## src/hw/rtl/clnw_pkg.sv

```systemverilog
// shared types, codes and the init strobe table for the character lcd nibble writer
// no dependencies; imported by clnw_ctrl, clnw_dp and char_lcd_nibble_writer
`timescale 1ns / 1ps
`default_nettype none

package clnw_pkg;

   // operation codes on the request tuser
   localparam logic [2:0] OP_INIT    = 3'd0;
   localparam logic [2:0] OP_PUT     = 3'd1;
   localparam logic [2:0] OP_SET_POS = 3'd2;
   localparam logic [2:0] OP_SAVE    = 3'd3;
   localparam logic [2:0] OP_LOAD    = 3'd4;
   localparam logic [2:0] OP_CLEAR   = 3'd5;

   // wait codes carried with each strobe
   localparam logic [2:0] WAIT_1US   = 3'd0;
   localparam logic [2:0] WAIT_40US  = 3'd1;
   localparam logic [2:0] WAIT_80US  = 3'd2;
   localparam logic [2:0] WAIT_100US = 3'd3;
   localparam logic [2:0] WAIT_2MS   = 3'd4;
   localparam logic [2:0] WAIT_4MS   = 3'd5;

   // byte sources selected by the controller
   localparam logic [2:0] SRC_INIT  = 3'd0;
   localparam logic [2:0] SRC_POS   = 3'd1;
   localparam logic [2:0] SRC_SPACE = 3'd2;
   localparam logic [2:0] SRC_CHAR  = 3'd3;
   localparam logic [2:0] SRC_CLEAR = 3'd4;

   localparam logic [7:0] CMD_SET_DDRAM = 8'h80;
   localparam logic [7:0] CMD_CLEAR     = 8'h01;
   localparam logic [7:0] ROW_OFFSET    = 8'h40;
   localparam logic [7:0] CHAR_SPACE    = 8'h20;

   localparam int INIT_STROBES = 14;

   typedef struct packed {
      logic       start;      // request beat taken this cycle
      logic       emit;       // strobe offered to the output register
      logic [2:0] src;
      logic       half;       // 0 high nibble, 1 low nibble
      logic       last;
      logic [3:0] init_step;
   } clnw_cmd_type;

   typedef struct packed {
      logic out_free;         // output register can take a strobe
      logic wrap;             // cursor is past the last column
   } clnw_stat_type;

   typedef struct packed {
      logic [3:0] nibble;
      logic [2:0] wait_code;
   } clnw_strobe_type;

   // power-up sequence: three 0x3 nibbles, 0x2, then 0x28 0x0f 0x01 0x06 0x80
   function automatic clnw_strobe_type init_strobe(input logic [3:0] step);
      clnw_strobe_type s;
      case (step)
         4'd0:    s = '{4'h3, WAIT_4MS};
         4'd1:    s = '{4'h3, WAIT_100US};
         4'd2:    s = '{4'h3, WAIT_40US};
         4'd3:    s = '{4'h2, WAIT_40US};
         4'd4:    s = '{4'h2, WAIT_1US};
         4'd5:    s = '{4'h8, WAIT_80US};
         4'd6:    s = '{4'h0, WAIT_1US};
         4'd7:    s = '{4'hF, WAIT_80US};
         4'd8:    s = '{4'h0, WAIT_1US};
         4'd9:    s = '{4'h1, WAIT_2MS};
         4'd10:   s = '{4'h0, WAIT_1US};
         4'd11:   s = '{4'h6, WAIT_80US};
         4'd12:   s = '{4'h8, WAIT_1US};
         default: s = '{4'h0, WAIT_80US};
      endcase
      return s;
   endfunction

endpackage

`default_nettype wire

```

## src/hw/rtl/clnw_ctrl.sv

```systemverilog
// controller: sequences the strobes of each operation
// depends on clnw_pkg; drives clnw_dp through clnw_cmd_type
`timescale 1ns / 1ps
`default_nettype none

module clnw_ctrl
   import clnw_pkg::*;
#(
   parameter int COLUMNS = 16
) (
   input  wire logic          clock,
   input  wire logic          reset,
   input  wire logic          req_tvalid,
   output logic               req_tready,
   input  wire logic [2:0]    req_op,
   input  wire clnw_stat_type stat,
   output clnw_cmd_type       cmd
);

   localparam int STEP_W = ($clog2(2 * COLUMNS) > 4) ? $clog2(2 * COLUMNS) : 4;
   localparam logic [STEP_W-1:0] BLANK_END = STEP_W'(2 * COLUMNS - 1);
   localparam logic [STEP_W-1:0] INIT_END  = STEP_W'(INIT_STROBES - 1);
   localparam logic [STEP_W-1:0] BYTE_END  = STEP_W'(1);

   localparam logic [2:0] ST_IDLE   = 3'd0;
   localparam logic [2:0] ST_INIT   = 3'd1;
   localparam logic [2:0] ST_WPOS1  = 3'd2;
   localparam logic [2:0] ST_BLANK  = 3'd3;
   localparam logic [2:0] ST_WPOS2  = 3'd4;
   localparam logic [2:0] ST_CHAR   = 3'd5;
   localparam logic [2:0] ST_SETPOS = 3'd6;
   localparam logic [2:0] ST_CLEAR  = 3'd7;

   logic [2:0]        state_ff, state_in;
   logic [STEP_W-1:0] step_ff, step_in;
   logic [STEP_W-1:0] step_end;
   logic [2:0]        after_end;
   logic              fire;
   logic              at_end;

   assign req_tready = (state_ff == ST_IDLE);
   assign fire       = cmd.emit && stat.out_free;
   assign at_end     = (step_ff == step_end);

   always_comb begin
      cmd.start     = req_tvalid && req_tready;
      cmd.emit      = (state_ff != ST_IDLE);
      cmd.half      = step_ff[0];
      cmd.init_step = step_ff[3:0];
      cmd.src       = SRC_INIT;
      cmd.last      = 1'b0;
      step_end      = BYTE_END;
      after_end     = ST_IDLE;
      unique case (state_ff)
         ST_IDLE: begin
            cmd.src = SRC_INIT;
         end
         ST_INIT: begin
            cmd.src  = SRC_INIT;
            step_end = INIT_END;
            cmd.last = at_end;
         end
         ST_WPOS1: begin
            cmd.src   = SRC_POS;
            after_end = ST_BLANK;
         end
         ST_BLANK: begin
            cmd.src   = SRC_SPACE;
            step_end  = BLANK_END;
            after_end = ST_WPOS2;
         end
         ST_WPOS2: begin
            cmd.src   = SRC_POS;
            after_end = ST_CHAR;
         end
         ST_CHAR: begin
            cmd.src  = SRC_CHAR;
            cmd.last = at_end;
         end
         ST_SETPOS: begin
            cmd.src  = SRC_POS;
            cmd.last = at_end;
         end
         ST_CLEAR: begin
            cmd.src  = SRC_CLEAR;
            cmd.last = at_end;
         end
         default: begin
            cmd.src = SRC_INIT;
         end
      endcase
   end

   always_comb begin
      state_in = state_ff;
      step_in  = step_ff;
      if (cmd.start) begin
         step_in = '0;
         unique case (req_op)
            OP_INIT:    state_in = ST_INIT;
            OP_PUT:     state_in = stat.wrap ? ST_WPOS1 : ST_CHAR;
            OP_SET_POS: state_in = ST_SETPOS;
            OP_LOAD:    state_in = ST_SETPOS;
            OP_CLEAR:   state_in = ST_CLEAR;
            default:    state_in = ST_IDLE;   // save and unused codes emit nothing
         endcase
      end else if (fire) begin
         if (at_end) begin
            step_in  = '0;
            state_in = after_end;
         end else begin
            step_in = step_ff + STEP_W'(1);
         end
      end
   end

   always_ff @(posedge clock) begin
      if (reset) begin
         state_ff <= ST_IDLE;
         step_ff  <= '0;
      end else begin
         state_ff <= state_in;
         step_ff  <= step_in;
      end
   end

endmodule

`default_nettype wire

```

## src/hw/rtl/clnw_dp.sv

```systemverilog
// datapath: cursor and saved position, byte forming and the strobe output register
// depends on clnw_pkg; steered by clnw_ctrl through clnw_cmd_type
`timescale 1ns / 1ps
`default_nettype none

module clnw_dp
   import clnw_pkg::*;
#(
   parameter int COLUMNS = 16,
   parameter int ROWS    = 2
) (
   input  wire logic          clock,
   input  wire logic          reset,
   input  wire logic [2:0]    req_op,
   input  wire logic [7:0]    req_char,
   input  wire logic [5:0]    req_column,
   input  wire logic [1:0]    req_row,
   input  wire clnw_cmd_type  cmd,
   output clnw_stat_type      stat,
   output logic               rsp_tvalid,
   input  wire logic          rsp_tready,
   output logic [7:0]         rsp_tdata,
   output logic               rsp_tlast
);

   localparam logic [5:0] COL_LIMIT = 6'(COLUMNS);
   localparam logic [2:0] ROW_LIMIT = 3'(ROWS);

   logic [5:0] cur_col_ff, cur_col_in;
   logic [1:0] cur_row_ff, cur_row_in;
   logic [5:0] sav_col_ff, sav_col_in;
   logic [1:0] sav_row_ff, sav_row_in;
   logic [5:0] tgt_col_ff, tgt_col_in;
   logic [1:0] tgt_row_ff, tgt_row_in;
   logic [7:0] char_ff;

   logic       out_valid_ff;
   logic       out_rs_ff;
   logic [3:0] out_nib_ff;
   logic [2:0] out_wait_ff;
   logic       out_last_ff;

   logic [2:0]      next_row_wide;
   logic [1:0]      next_row;
   logic [7:0]      pos_byte;
   logic [7:0]      byte_val;
   logic            byte_rs;
   logic [2:0]      byte_wait;
   logic [3:0]      strobe_nib;
   logic [2:0]      strobe_wait;
   logic            fire;
   clnw_strobe_type init_s;

   assign stat.out_free = !out_valid_ff || rsp_tready;
   assign stat.wrap     = (cur_col_ff >= COL_LIMIT);
   assign fire          = cmd.emit && stat.out_free;

   // row after a wrap, back to row 0 at or past the last row
   assign next_row_wide = {1'b0, cur_row_ff} + 3'd1;
   assign next_row      = (next_row_wide >= ROW_LIMIT) ? 2'd0 : next_row_wide[1:0];

   always_comb begin
      cur_col_in = cur_col_ff;
      cur_row_in = cur_row_ff;
      sav_col_in = sav_col_ff;
      sav_row_in = sav_row_ff;
      tgt_col_in = tgt_col_ff;
      tgt_row_in = tgt_row_ff;
      if (cmd.start) begin
         unique case (req_op) inside
            OP_INIT, OP_CLEAR: begin
               cur_col_in = '0;
               cur_row_in = '0;
            end
            OP_PUT: begin
               if (stat.wrap) begin
                  tgt_col_in = '0;
                  tgt_row_in = next_row;
                  cur_col_in = 6'd1;
                  cur_row_in = next_row;
               end else begin
                  cur_col_in = cur_col_ff + 6'd1;
               end
            end
            OP_SET_POS: begin
               tgt_col_in = req_column;
               tgt_row_in = req_row;
               cur_col_in = req_column;
               cur_row_in = req_row;
            end
            OP_LOAD: begin
               tgt_col_in = sav_col_ff;
               tgt_row_in = sav_row_ff;
               cur_col_in = sav_col_ff;
               cur_row_in = sav_row_ff;
            end
            OP_SAVE: begin
               sav_col_in = cur_col_ff;
               sav_row_in = cur_row_ff;
            end
            default: begin
               cur_col_in = cur_col_ff;
            end
         endcase
      end
   end

   assign pos_byte = CMD_SET_DDRAM + {2'b00, tgt_col_ff}
                     + ((tgt_row_ff == 2'd0) ? 8'h00 : ROW_OFFSET);
   assign init_s   = init_strobe(cmd.init_step);

   always_comb begin
      byte_val  = CMD_CLEAR;
      byte_rs   = 1'b0;
      byte_wait = WAIT_2MS;
      case (cmd.src)
         SRC_POS: begin
            byte_val  = pos_byte;
            byte_wait = WAIT_80US;
         end
         SRC_SPACE: begin
            byte_val  = CHAR_SPACE;
            byte_rs   = 1'b1;
            byte_wait = WAIT_40US;
         end
         SRC_CHAR: begin
            byte_val  = char_ff;
            byte_rs   = 1'b1;
            byte_wait = WAIT_40US;
         end
         default: begin
            byte_val = CMD_CLEAR;
         end
      endcase
      if (cmd.src == SRC_INIT) begin
         strobe_nib  = init_s.nibble;
         strobe_wait = init_s.wait_code;
      end else begin
         strobe_nib  = cmd.half ? byte_val[3:0] : byte_val[7:4];
         strobe_wait = cmd.half ? byte_wait : WAIT_1US;
      end
   end

   always_ff @(posedge clock) begin
      if (reset) begin
         cur_col_ff   <= '0;
         cur_row_ff   <= '0;
         sav_col_ff   <= '0;
         sav_row_ff   <= '0;
         out_valid_ff <= 1'b0;
      end else begin
         cur_col_ff <= cur_col_in;
         cur_row_ff <= cur_row_in;
         sav_col_ff <= sav_col_in;
         sav_row_ff <= sav_row_in;
         if (fire) begin
            out_valid_ff <= 1'b1;
         end else if (rsp_tready) begin
            out_valid_ff <= 1'b0;
         end
      end
   end

   always_ff @(posedge clock) begin
      tgt_col_ff <= tgt_col_in;
      tgt_row_ff <= tgt_row_in;
      if (cmd.start) begin
         char_ff <= req_char;
      end
      if (fire) begin
         out_rs_ff   <= (cmd.src == SRC_INIT) ? 1'b0 : byte_rs;
         out_nib_ff  <= strobe_nib;
         out_wait_ff <= strobe_wait;
         out_last_ff <= cmd.last;
      end
   end

   assign rsp_tvalid = out_valid_ff;
   assign rsp_tdata  = {out_wait_ff, out_nib_ff, out_rs_ff};
   assign rsp_tlast  = out_last_ff;

endmodule

`default_nettype wire

```

## src/hw/rtl/char_lcd_nibble_writer.sv

```systemverilog
// character lcd nibble writer, 4-bit bus front end
// usage: a request beat carries one operation (tuser) and its operands (tdata).
// each operation comes out as a run of strobe beats on rsp, tlast on the final one.
// a strobe beat holds register select, four data bits and a wait code to honor
// after the strobe; the high nibble of a byte goes first. save position and the
// unused operation codes give no beats.
// timing: once a request is taken, one strobe leaves per cycle while
// rsp_tready is high: init 14 beats, clear, set and load position 2 beats,
// put character 2 beats, or 2*COLUMNS+6 beats when the cursor is past the last
// column and the next row is blanked first. the strobe sequencer handles one
// operation at a time, so the next request is taken only after the last beat
// enters the output register.
// a stalled receiver holds the output register and the sequencer waits on it.
// reset clears the cursor and saved position to row 0 column 0 and drops rsp_tvalid.
// the power-up wait of the display before init is left to the caller.
// depends on clnw_pkg, clnw_ctrl, clnw_dp
`timescale 1ns / 1ps
`default_nettype none

module char_lcd_nibble_writer
   import clnw_pkg::*;
#(
   parameter int COLUMNS = 16,
   parameter int ROWS    = 2
) (
   input  wire logic        clock,
   input  wire logic        reset,
   input  wire logic        req_tvalid,
   output logic             req_tready,
   input  wire logic [15:0] req_tdata,   // char_code[7:0], column[13:8], row[15:14]
   input  wire logic [2:0]  req_tuser,   // operation[2:0]
   output logic             rsp_tvalid,
   input  wire logic        rsp_tready,
   output logic [7:0]       rsp_tdata,   // register_select[0], nibble[4:1], wait_code[7:5]
   output logic             rsp_tlast
);

   clnw_cmd_type  cmd;
   clnw_stat_type stat;

   clnw_ctrl #(
      .COLUMNS (COLUMNS)
   ) u_ctrl (
      .clock      (clock),
      .reset      (reset),
      .req_tvalid (req_tvalid),
      .req_tready (req_tready),
      .req_op     (req_tuser),
      .stat       (stat),
      .cmd        (cmd)
   );

   clnw_dp #(
      .COLUMNS (COLUMNS),
      .ROWS    (ROWS)
   ) u_dp (
      .clock      (clock),
      .reset      (reset),
      .req_op     (req_tuser),
      .req_char   (req_tdata[7:0]),
      .req_column (req_tdata[13:8]),
      .req_row    (req_tdata[15:14]),
      .cmd        (cmd),
      .stat       (stat),
      .rsp_tvalid (rsp_tvalid),
      .rsp_tready (rsp_tready),
      .rsp_tdata  (rsp_tdata),
      .rsp_tlast  (rsp_tlast)
   );

endmodule

`default_nettype wire

```

## config.mk

```make
export PLATFORM = sky130hd
export DESIGN_NAME = char_lcd_nibble_writer
export DESIGN_NICKNAME = d
export VERILOG_FILES = /design/src/hw/rtl/clnw_pkg.sv /design/src/hw/rtl/clnw_ctrl.sv /design/src/hw/rtl/clnw_dp.sv /design/src/hw/rtl/char_lcd_nibble_writer.sv
export SDC_FILE = /design/constraint.sdc
export NUM_CORES = 1
export LEC_CHECK = 0
export BUFFER_PORTS_ARGS = -buffer_cell sky130_fd_sc_hd__buf_2
export CORE_ASPECT_RATIO = 2
export CORE_MARGIN = 1.5
export CORE_UTILIZATION = 45
export CTS_CLUSTER_SIZE = 28
export DETAILED_ROUTE_END_ITERATION = 6
export PLACE_DENSITY_LB_ADDON = 0.3
export SLEW_MARGIN = 15
export SYNTH_ARGS = -nofsm -noshare
export SYNTH_HDL_FRONTEND = slang
export SYNTH_SLANG_ARGS = --single-unit
```

## constraint.sdc

```tcl
create_clock -name clock -period 2.7 [get_ports clock]
set_input_delay 0.54 -clock clock [delete_from_list [all_inputs] [get_ports clock]]
set_output_delay 0.54 -clock clock [all_outputs]
set_load 0.1 [all_outputs]
```

* Word-level counts from Yosys, hierarchy flattened
Memories as Yosys holds them, arrays and structs flattened. A register that Yosys moved wholly into a read port is not among the register bits.
Cells that the tools add are included.
** Storage, ports and cells
- Input port bits :: 23
- Register bits :: 50
- Output and inout port bits :: 11
- Word-level logic and storage cells :: 94
- Memories :: 1
- Bits in read-only memories :: 112
** Memories
- (no name shown) :: depth 16, bits a word 7, read ports 1, clocked after Yosys merged registers in 1, write ports 0, RTL line clnw_pkg.sv:60 : case (step)
** Cells by class
- Reduce and logical (&&, ||, !) cells :: 26
- Add/subtract/negate cells :: 5
- Mux-type cells :: 29
- Equal/unequal tests :: 17
- Order comparisons :: 2
** Operators by type and width (count)
- $pmux 6 s4 :: 1
- $pmux 8 s3 :: 1
- $eq 3x2->1 const B :: 6
- $eq 3x3->1 const B :: 6
- $mux 3 :: 6
- $pmux 6 s3 :: 1
- $mux 4 :: 4
- $pmux 3 s5 :: 1
- $mux 6 :: 2
- $pmux 3 s4 :: 1
- $pmux 5 s2 :: 1
- $reduce_or 2->1 :: 5
- $eq 3x1->1 const B :: 3
- $logic_not 3->1 :: 3
- $pmux 3 s3 :: 1
- $add 8x6->8 const A :: 1
- $add 8x8->8 :: 1
- $pmux 2 s4 :: 1
- $mux 7 :: 1
- $add 6x1->6 const B :: 1
- $ge 6x5->1 const B :: 1
- $pmux 2 s3 :: 1
- $pmux 3 s2 :: 1
- $reduce_and 2->1 :: 3
- 18 further kinds :: 26

* Depth between registers and ports, before layout
Gate-level depths: netlist (run 1).
- Depth in word-level cells :: 8
- Gate-level depth with buffers :: 12
- Depth with buffers taken out :: 10

* By module
Synthesis (run 1) repeated with hierarchy kept, for this count alone.
** Second synthesis, totals
- Cells, all modules :: 295
- Area, all modules :: 2880.3 µm²
** By module, submodules not included
- clnw_dp :: instances 1, cells an instance 215, sequential area each 1091.0 µm², area an instance 2192.1 µm²
- clnw_ctrl :: instances 1, cells an instance 80, sequential area each 160.2 µm², area an instance 688.2 µm²

* Worst setup path after synthesis (run 1)
No wires, ideal clock.
- Path type :: register to register
- Start :: register u_ctrl.state_ff[2]
- End :: register, netlist name u_dp.init_s[1]
- Period minus slack after synthesis :: 3.043 ns
- Library setup time :: 0.127 ns
- Path slack :: -0.343 ns
- Required time :: 2.573 ns
- Arrival :: 2.916 ns
- Path buffers :: 2
- Stages on the path, launching flop included :: 12
- Cell sequence :: dfxtp_1 > buf_6 > or3_4 > inv_1 > nand2_1 > nand2b_1 > buf_2 > nor2_1 > ha_1 > or3_1 > a31oi_1 > a211oi_1
** Between the ends
- Elaborated cells between the ends (all ways) :: 12
- Classes of those cells :: eq/ne: 3; mux: 4; reduce/logical: 5
** RTL lines
- from (decl) :: RTL line clnw_ctrl.sv:34 : logic [2:0] state_ff, state_in;
- from (signal assigned) :: RTL line clnw_ctrl.sv:122 : state_ff <= state_in;
- $logic_not 3->1 :: RTL line clnw_ctrl.sv:41 : assign req_tready = (state_ff == ST_IDLE);
- named net req_tready :: RTL line char_lcd_nibble_writer.sv:29 : output logic req_tready,
- $logic_and 1x1->1 :: RTL line clnw_ctrl.sv:46 : cmd.start = req_tvalid && req_tready;
- $reduce_or 2->1 (no line)
- $mux 4 (no line)
The timed path passes the listed nets, and every way through them passes these cells.
A chain may end at the register's enable or synchronous reset.

* Final worst setup path (run 1)
- Start :: register u_ctrl.state_ff[0]
- End :: register, netlist name u_dp.init_s[1]
** Between the ends
- Word-level cells in the longest chain between the ends :: 6
- Elaborated cells between the ends (all ways) :: 12
- Classes of those cells :: eq/ne: 3; mux: 4; reduce/logical: 5
** Ends and longest elaborated chain
- $eq 3x2->1 or $eq 3x1->1 (tied branches) :: RTL line clnw_ctrl.sv:54 : unique case (state_ff)
- $pmux 5 s2 :: RTL line clnw_ctrl.sv:54
- $eq 5x5->1 :: RTL line clnw_ctrl.sv:43 : assign at_end = (step_ff == step_end);
- $mux 5 :: RTL line clnw_ctrl.sv:108 : if (at_end) begin
- $mux 4 (no line)
- $mux 4 (no line) *
Mark *: on every way between the ends. The rest lies on a longest branch, timed or not.

==> results of run 1 <==
## worst max path at each step
| stage | start | endpoint | slack, ns |
|---|---|---|---|
| global placement | rsp_tready | u_dp.init_s[4] | 0.19 |
| global route | u_ctrl.step_ff[3] | u_dp.init_s[1] | 0.02 |
| CTS | u_ctrl.step_ff[3] | u_dp.init_s[1] | 0.20 |
| floorplan | u_ctrl.state_ff[2] | u_dp.init_s[1] | 0.001 |
| detailed placement | rsp_tready | u_dp.init_s[1] | 0.20 |
| finish | u_ctrl.state_ff[0] | u_dp.init_s[1] | 0.26 |
## routing by layer
metal / wire length (um) / global-route usage / up-vias
met3: 208 / 0.0604 / 25
met5: 0 / 0 / -
li1: - / - / 1183
met1: 2460 / 0.202 / 1155
met2: 3920 / 0.410 / 55
met4: 340 / 0.141 / 0
## registers in the layout, summed over array words and instances (netlist names)
register,cells
u_dp.sav_col_ff,6
u_ctrl.state_ff,3
u_dp.cur_col_ff,6
u_dp.tgt_row_ff,2
u_dp.cur_row_ff,2
u_dp.out_rs_ff,1
u_dp.out_wait_ff,3
u_dp.out_nib_ff,4
u_dp.rsp_tlast,1
u_dp.sav_row_ff,2
u_dp.char_ff,8
u_dp.init_s,7
u_dp.rsp_tvalid,1
u_ctrl.step_ff,5
u_dp.tgt_col_ff,6
## final cells by class
type | instances | area (um2)
fill | 585 | 2750
sequential | 57 | 1390
multi-input combinational | 217 | 1380
timing repair buffer | 48 | 278
clock buffer | 11 | 233
tap | 86 | 108
inverter | 15 | 62.6
clock inverter | 5 | 56.3
## power by group
| group | leakage, nW | total (mW) | internal, mW | switching [mW] |
|---|---|---|---|---|
| clock network | 0.139 | 1.09 | 0.711 | 0.381 |
| registers | 0.495 | 1.01 | 0.978 | 0.0283 |
| logic | 0.764 | 0.592 | 0.164 | 0.429 |
## metrics by stage
step                worst slack, ns  area, um2   util  instances
global placement              0.188       3210  0.514        423
detailed placement            0.202       3210  0.514        423
CTS                           0.203       3500  0.560        439
floorplan                   0.00128       2920      -        308
finish                        0.257       3510  0.561        439
global route                 0.0155       3510  0.561        439
## worst register-to-register path: cells and delay by family, from the launching register on
kind / cells / cell delay (ns)
AND/OR/NAND/NOR: 5 / 0.96
multiplexers: 1 / 0.30
AO/OA/AOI/OAI: 3 / 0.37
flip-flops: 1 / 0.45
adder cells (fa/ha/maj): 1 / 0.23
## cells by family after synthesis
logic type / share of synthesized area
xor gates and xnor gates: 0.0150
muxes: 0.0725
adders and majority gates: 0.0343
DFF: 0.477
and+or+nand+nor: 0.189
AOI/OAI and AO/OA: 0.160
buffers and inverters: 0.0515
## synth_stat cells, drive strengths merged, types with 6 or more instances
cell type,count,area (um2)
a21oi,19,95.1
nand2b,6,37.5
mux2i,14,140
ha,8,100
dfxtp,32,641
clkbuf,12,45.0
edfxtp,25,751
nand2,20,82.6
nand3,7,35.0
a22oi,12,95.1
nor3,7,40.0
inv,15,58.8
buf,7,46.3
o21ai,15,78.8
nor2,50,188
==> results.ini, run 1 <==
[run_status]
status = finished clean

[critical_path]
r2r_end = u_dp.init_s[1]
reg2reg_slack_ns = 0.26
critPathTopFamily = simple AND/OR/NAND/NOR gates
crit_required_ns = 2.90
worstSetupPathType = reg2reg
max_stage_delay_ns = 0.45
start_kind = register
crit_slowest_cell = dfxtp_1
path_depth = 10
end_kind = register
arrival_ns = 2.64
crit-reg2reg-launch = u_ctrl.state_ff[0]
rr_worst_depth = 10
crit_fanout = 8
cp_cell_sequence = nand3b_1, mux2i_1, nand3_1, and3_1, a21oi_2, nor2_1, ha_1, or3_1, a31oi_1, a211oi_1
critPathBufInv = 0

[sta]
setup_tns_ns = 0
hold_violations = 0
worst_pin_slew_ns = 0.513
period_needed_ns = 2.44
fin_skew_ns = 0.00813
max_freq_mhz = 409
finalSetupViolCount = 0
grt_setup_unrepaired = false
min_period_over_period = 0.905
timing.hold.ws_ns = 0.387
slew_headroom = 0.658
slew_viol_final = 0

[synthesis]
synth_cell_types = 55
synth_flop_cell = dfxtp_1
ys_seq_area_frac = 0.477
synthArstFlopShare = 0
ys_seq_elements = 57
avgSynthCellArea_um2 = 9.47
synth-edff-count = 25
syn_inst = 308
netlist_area_um2 = 2920
yosys_warnings = 0
syn-num-nets = 339

[global_route]
grt-ovfl-total = 0
grt_pass1_vias = 2417
grt_pass1_wl_um = 11300
antenna_found_initial = 0
grt_max_degree = 22
grt.total_usage = 0.222

[power]
ir_drop_v = 0.000500
p_leak_nw = 1.40
total_power_mw = 2.69
p_per_area_nw_per_um2 = 767

[floorplan]
ios = 34
initial_core_util = 0.466
coreArea_um2 = 6260
die_w_um = 59.9
fp-row-count = 41
dieArea_um2 = 7000
fp.dieH_um = 117

[clock_tree]
clock_latency_ns = 0.33
cts_buffers = 9
cts_buffer_depth = 2
post-cts-setup-buffers = 0
cts_hold_buf = 0
cts_root_buffer = clkbuf_16
path_clk_slew_ns = 0.05
clkSinkCount = 57
tritoncts = done
post_cts_resized = 0
htree_levels = 3

[flow_run]
cap_violations = 0

[detailed_routing]
vias = 2418
routed_wl_um = 6930
post_drt_wl_per_cell_um = 15.8
vias_per_cell = 5.51
route.antenna.remaining_nets = 0
dr.first_iter.drc_count = 84
drtPass1Iterations = 4
drc = 0

[finish]
drive_above_1_share = 0.229
nets = 379
final_cell_mix = 49 x nor2_1, 33 x buf_2, 31 x dfxtp_1
diodes = 0
synthToLayoutAreaGrowth_pct = 20.4
final_common_cell = nor2_1

[worst_hold_path]
worstHoldStart = req_tdata[1]
holdPathEnd = u_dp.char_ff[1]
hold_depth = 1
hp-class = in2reg

[place]
place_hpwl_um = 5270
io_buffers = 33
gp_congestion = 0.946

Note: power is estimated with default switching activity, not from simulation.
==> inputs of run 2 (changes only) <==
--- a/config.mk
+++ b/config.mk
@@ -8,9 +8,10 @@
 export BUFFER_PORTS_ARGS = -buffer_cell sky130_fd_sc_hd__buf_2
 export CORE_ASPECT_RATIO = 2
 export CORE_MARGIN = 1.5
-export CORE_UTILIZATION = 45
+export CORE_UTILIZATION = 52
 export CTS_CLUSTER_SIZE = 28
 export DETAILED_ROUTE_END_ITERATION = 6
+export HOLD_SLACK_MARGIN = 0.06
 export PLACE_DENSITY_LB_ADDON = 0.3
 export SLEW_MARGIN = 15
 export SYNTH_ARGS = -nofsm -noshare
==> run 2 against run 1 <==
  * Power is 11% lower
  * Register-to-register slack worse by 0.097 ns
  * Maximum frequency is 3.8% lower
  * Utilization is 6.0 points higher
  * Clock power is 27% lower
  * Global-route usage is 2.4 points higher
  * Sequential cell count stayed put
  * First-iteration DRC count is 8.3% higher
  * Clock skew hardly changed
  * Critical path type unchanged
  * Combinational power is 0.8% lower
  * Critical endpoint unchanged
  * Cell count is 6.4% lower
  * Sequential power hardly changed
==> results.ini, run 2 (same netlist as run 1, synthesis figures left out) <==
[run_status]
status = finished clean

[sta]
setup_tns_ns = 0  ; unchanged
worst_pin_slew_ns = 0.524  ; +0.0109 ns
grt_setup_unrepaired = false
slew_viol_final = 0  ; unchanged
fin_skew_ns = 0.00797  ; -0.000159 ns
min_period_over_period = 0.941  ; +0.0360
period_needed_ns = 2.54  ; +0.0973 ns
finalSetupViolCount = 0  ; unchanged
hold_violations = 0  ; unchanged
slew_headroom = 0.651  ; -0.00727
max_freq_mhz = 394  ; -3.8%

[finish]
finalCoreUtilization = 0.621  ; +0.0604
largest_register_ffs = 8  ; unchanged
final_cell_mix = 50 x nor2_1, 33 x buf_2, 30 x dfxtp_1
top_register = u_dp.char_ff
synthToLayoutAreaGrowth_pct = 15.5
final_area_um2 = 3370  ; -4.1%
final_common_cell = nor2_1
drive_above_1_share = 0.228  ; -0.00154
nets = 377  ; -0.53%
diodes = 0  ; unchanged
fillCellCount = 485  ; -17%

[critical_path]
arrival_ns = 2.78  ; +0.14 ns
crit_required_ns = 2.94  ; +0.04 ns
end_kind = register
start_kind = register
worstSetupPathType = reg2reg
crit-reg2reg-launch = u_ctrl.step_ff[2]
crit_fanout = 12  ; +4
cp-startpoint = u_ctrl.step_ff[2]

[clock_tree]
tritoncts = done
cts_buffer_depth = 2  ; unchanged
path_clk_slew_ns = 0.07  ; +0.02 ns
clock_latency_ns = 0.36  ; +0.03 ns
cts_root_buffer = clkbuf_8
htree_levels = 3  ; unchanged
cts_buffers = 9  ; unchanged
clkSinkCount = 57  ; unchanged

[floorplan]
fp-row-count = 38  ; -7.3%
die_w_um = 55.9  ; -6.6%
coreArea_um2 = 5420  ; -13%
fp.dieH_um = 109  ; -6.8%
dieArea_um2 = 6090  ; -13%
ios = 34  ; unchanged
initial_core_util = 0.538  ; +0.0720

[place]
dpl-instance-area_um2 = 3170  ; -1.5%
gp_congestion = 0.985  ; +4.2%
io_buffers = 33  ; unchanged
place_hpwl_um = 5050  ; -4.2%

[global_route]
grt_max_degree = 22  ; unchanged
antenna_found_initial = 0  ; unchanged
grt-ovfl-total = 0  ; unchanged
grt_pass1_wl_um = 11200  ; -1.3%
grt_pass1_vias = 2420  ; +0.12%
grt.total_usage = 0.246  ; +0.0236

[power]
p_leak_nw = 1.33  ; -4.5%
p_per_area_nw_per_um2 = 707  ; -7.7%
ir_drop_v = 0.000561  ; +12%

[detailed_routing]
dr.first_iter.drc_count = 91  ; +8.3%
vias = 2414  ; -0.17%
drc = 0  ; unchanged
vias_per_cell = 5.87  ; +6.6%
drtPass1Iterations = 4  ; unchanged
routed_wl_um = 6770  ; -2.3%
route.antenna.remaining_nets = 0  ; unchanged
post_drt_wl_per_cell_um = 16.5  ; +4.3%

[flow_run]
cap_violations = 0  ; unchanged

[worst_hold_path]
hp-class = in2reg
worstHoldStart = req_tdata[2]

-- run 2: changes by cell type in the layout (fill, tap and decap cells not counted), moves of 2 or more --
cell | previous run | this run
clkbuf_1 | 2 | 0
buf_4 | 15 | 13
clkbuf_8 | 0 | 9
clkbuf_16 | 9 | 0
-- run 2: worst paths after layout --
kind,to,slack (ns),depth (start not counted)
worst min register to register,u_dp.sav_col_ff[1],0.50,2
worst max-delay path,u_dp.init_s[1],0.16,10
worst max register to register,u_dp.init_s[1],0.16,10
worst min-delay path,u_dp.char_ff[2],0.36,1
-- run 2: final cells by class --
cell class	count	area [um2]	area share
repair buffers	46	263	0.0780
clock buffers	9	124	0.0368
clock inverters	7	71.3	0.0212
flip-flops and latches	57	1390	0.414
inverters	15	62.6	0.0186
well taps	60	75.1	0.0223
multi-input cells	217	1380	0.409
-- run 2: through the flow --
step	total power [mW]	std cells	worst slack [ns]	hold slack, ns
finish	2.38	411	0.160	0.362
global route	2.48	411	0.00303	0.353
CTS	2.39	411	0.155	0.354
detailed placement	1.61	395	0.184	0.483
global placement	1.60	395	0.242	0.473
floorplan	1.48	308	0.00128	0.461
-- run 2: worst max-delay path: stages, from the launching register on --
cell and delay [ns]:
dfxtp_1 0.43, or2_2 0.34, mux2i_1 0.19, nand3_1 0.13, and3_1 0.20, a21oi_1 0.19, nor2_1 0.10, ha_1 0.23
or3_1 0.39, a31oi_1 0.17, a211oi_1 0.06
-- run 2: timing repair --
action / CTS / global route
endpoints found under the setup margin: 0 / 1
hold buffers: 0 / 0
buffers inserted: 0 / 0
gates resized for setup: 0 / 2
-- run 2: power by group --
part           internal [mW]  switching [mW]  leakage [nW]
logic                  0.162           0.425         0.747
registers              0.976          0.0267         0.495
clock network          0.423           0.369        0.0929
total                   1.56           0.821          1.33
-- run 2: routing by layer --
layer / vias to the layer above / global-route usage / share of wire / wire length [um]
met5: - / 0 / 0 / 0
met2: 70 / 0.474 / 0.57 / 3860
met3: 28 / 0.0558 / 0.034 / 233
li1: 1178 / - / - / -
met4: 0 / 0.165 / 0.046 / 314
met1: 1138 / 0.221 / 0.35 / 2360
==> inputs of run 3 (changes only) <==
==> constraint.sdc (replaced) <==
create_clock -name clock -period 2.1 [get_ports clock]
set_input_delay 0.42 -clock clock [delete_from_list [all_inputs] [get_ports clock]]
set_output_delay 0.42 -clock clock [all_outputs]
set_load 0.1 [all_outputs]
==> run 3 against run 2 <==
  * The flow now finishes with violations (negative setup slack)
  * Die area stayed put
  * Power increased by 37%
  * Wire length rose by 17%
  * Hold slack got worse by 0.11 ns
  * Sequential cell count stayed put
  * Combinational power grew 67%
  * Clock-buffer cell count rose by 1
==> results.ini, run 3 (same netlist as run 1, synthesis figures left out) <==
[detailed_routing]
route.antenna.remaining_nets = 0  ; unchanged
post_drt_wl_per_cell_um = 17.5  ; +6.4%
drc = 0  ; unchanged
dr.first_iter.drc_count = 109  ; +20%
vias = 2628  ; +8.9%
drtPass1Iterations = 4  ; unchanged
vias_per_cell = 5.83  ; -0.79%
routed_wl_um = 7910  ; +17%

[floorplan]
die_w_um = 55.9  ; unchanged
fp-row-count = 38  ; unchanged
coreArea_um2 = 5420  ; unchanged
ios = 34  ; unchanged
initial_core_util = 0.538  ; unchanged
fp.dieH_um = 109  ; unchanged
dieArea_um2 = 6090  ; unchanged

[clock_tree]
cts_buffer_depth = 2  ; unchanged
htree_levels = 3  ; unchanged
clkSinkCount = 57  ; unchanged
path_clk_slew_ns = 0.06  ; about the same
cts_buffers = 9  ; unchanged
cts_hold_buf = 0  ; unchanged
clock_latency_ns = 0.34  ; -0.02 ns
tritoncts = done
cts_root_buffer = clkbuf_8

[global_route]
grt.total_usage = 0.280  ; +0.0341
grt_pass1_wl_um = 12600  ; +13%
antenna_found_initial = 0  ; unchanged
grt_max_degree = 21  ; -4.5%
grt_pass1_vias = 2699  ; +12%
grt-ovfl-total = 0  ; unchanged

[worst_hold_path]
worstHoldStart = req_tdata[2]
holdPathEnd = u_dp.char_ff[2]
hold_depth = 1  ; unchanged
hp-class = in2reg

[sta]
period_needed_ns = 2.26  ; -0.280 ns
hold_violations = 0  ; unchanged
slew_headroom = 0.679  ; +0.0279
fin_skew_ns = 0.00425  ; -0.00372 ns
finalSetupViolCount = 3  ; +3
worst_pin_slew_ns = 0.485  ; -0.0385 ns
timing.hold.ws_ns = 0.253  ; -0.109 ns
fin_ws_ns = -0.160  ; -0.320 ns
slew_viol_final = 0  ; unchanged
grt_setup_unrepaired = true
setup_tns_ns = -0.237  ; -0.237 ns
max_freq_mhz = 442  ; +12%
min_period_over_period = 1.08  ; +0.136

[finish]
synthToLayoutAreaGrowth_pct = 31.5
largest_register_ffs = 8  ; unchanged
multi_input_area_um2 = 1510  ; +9.7%
final_common_cell = buf_4
diodes = 0  ; unchanged
final_cell_mix = 51 x buf_4, 47 x nor2_1, 32 x buf_2
fin_cells = 451  ; +9.7%
fillCellCount = 418  ; -14%
nets = 417  ; +11%
seq_area_um2 = 1400  ; +0.18%
drive_above_1_share = 0.361  ; +0.133
top_register = u_dp.char_ff

[critical_path]
worstSetupPathType = reg2reg
arrival_ns = 2.47  ; -0.31 ns
end_kind = register
start_kind = register
rr_worst_depth = 8  ; -2
reg2reg_slack_ns = -0.16  ; -0.32 ns
crit_fanout = 4  ; -8
r2r_end = u_dp.init_s[1]
crit-reg2reg-launch = u_ctrl.state_ff[1]
crit_required_ns = 2.31  ; -0.63 ns

[power]
p_clk_frac = 0.302  ; -0.030
p_per_area_nw_per_um2 = 849  ; +20%
p_comb_frac = 0.301  ; +0.054
p_leak_nw = 1.55  ; +16%
p_int_mw = 2.14  ; +37%
swShare = 0.342  ; -0.00258
ir_drop_v = 0.000755  ; +35%
switching_power_mw = 1.11  ; +36%
seqPwrFrac = 0.397  ; -0.024

[place]
place_hpwl_um = 5830  ; +15%
gp_congestion = 0.963  ; -2.3%
io_buffers = 33  ; unchanged
placed_cells = 426  ; +7.8%

[run_status]
violations = negative setup slack
status = finished with violations

[flow_run]
cap_violations = 0  ; unchanged

run 3: power groups by stage:
stage / clock [mW] / combinational (mW) / sequential [mW]
2_1_floorplan: 0 / 0.441 / 1.50
3_3_place_gp: 0 / 0.899 / 1.31
3_5_place_dp: 0 / 0.913 / 1.31
4_1_cts: 1.00 / 0.963 / 1.29
5_1_grt: 1.05 / 1.04 / 1.30
6_report: 0.984 / 0.979 / 1.29
run 3: how the worst max path moves through the flow:
stage | startpoint | to | slack [ns] | cells past startpoint
5_1_grt | u_ctrl.state_ff[2] | u_dp.init_s[1] | -0.17 | 10
3_5_place_dp | u_ctrl.step_ff[4] | u_dp.init_s[1] | -0.11 | 10
3_3_place_gp | u_ctrl.state_ff[0] | u_dp.init_s[3] | -0.05 | 8
2_1_floorplan | u_ctrl.state_ff[2] | u_dp.init_s[1] | -0.28 | 11
6_report | u_ctrl.state_ff[1] | u_dp.init_s[1] | -0.16 | 8
4_1_cts | u_ctrl.state_ff[1] | u_dp.init_s[1] | -0.04 | 10
run 3: metal layers:
metal | global-route usage | share of wire | up-vias
met3 | 0.0427 | 0.032 | 47
met2 | 0.526 | 0.56 | 87
met4 | 0.264 | 0.085 | 0
li1 | - | - | 1258
met1 | 0.243 | 0.32 | 1236
met5 | 0 | 0 | -
run 3: worst max-delay path, stage by stage (launching register included):
cell and delay (ns):
dfxtp_2 0.33, or3_4 0.44, nand2_4 0.10, inv_6 0.05
buf_4 0.13, mux2_4 0.33, or2_1 0.25, nor4_1 0.40
a211oi_2 0.09
run 3: stage by stage:
step / instance area (um2) / utilization / worst slack, ns / total power, mW
after floorplan: 3020 / - / -0.282 / 1.94
after global placement: 3510 / 0.648 / -0.0478 / 2.21
after detailed placement: 3510 / 0.648 / -0.111 / 2.23
after CTS: 3810 / 0.702 / -0.0381 / 3.26
after global routing: 3830 / 0.707 / -0.174 / 3.39
final: 3830 / 0.707 / -0.160 / 3.25
run 3: area by class of cell:
cell class,count,area share
Sequential cell,57,0.364
Tap cell,60,0.0196
Clock inverter,6,0.0157
Multi-Input combinational cell,217,0.394
Inverter,15,0.0180
Clock buffer,10,0.0333
Timing Repair Buffer,86,0.155
run 3: repair_timing:
item	4_1_cts	5_1_grt
buffers inserted	9	2
resized for setup	9	6
gates cloned	0	0
setup endpoints to repair	5	8
pin swaps	6	8
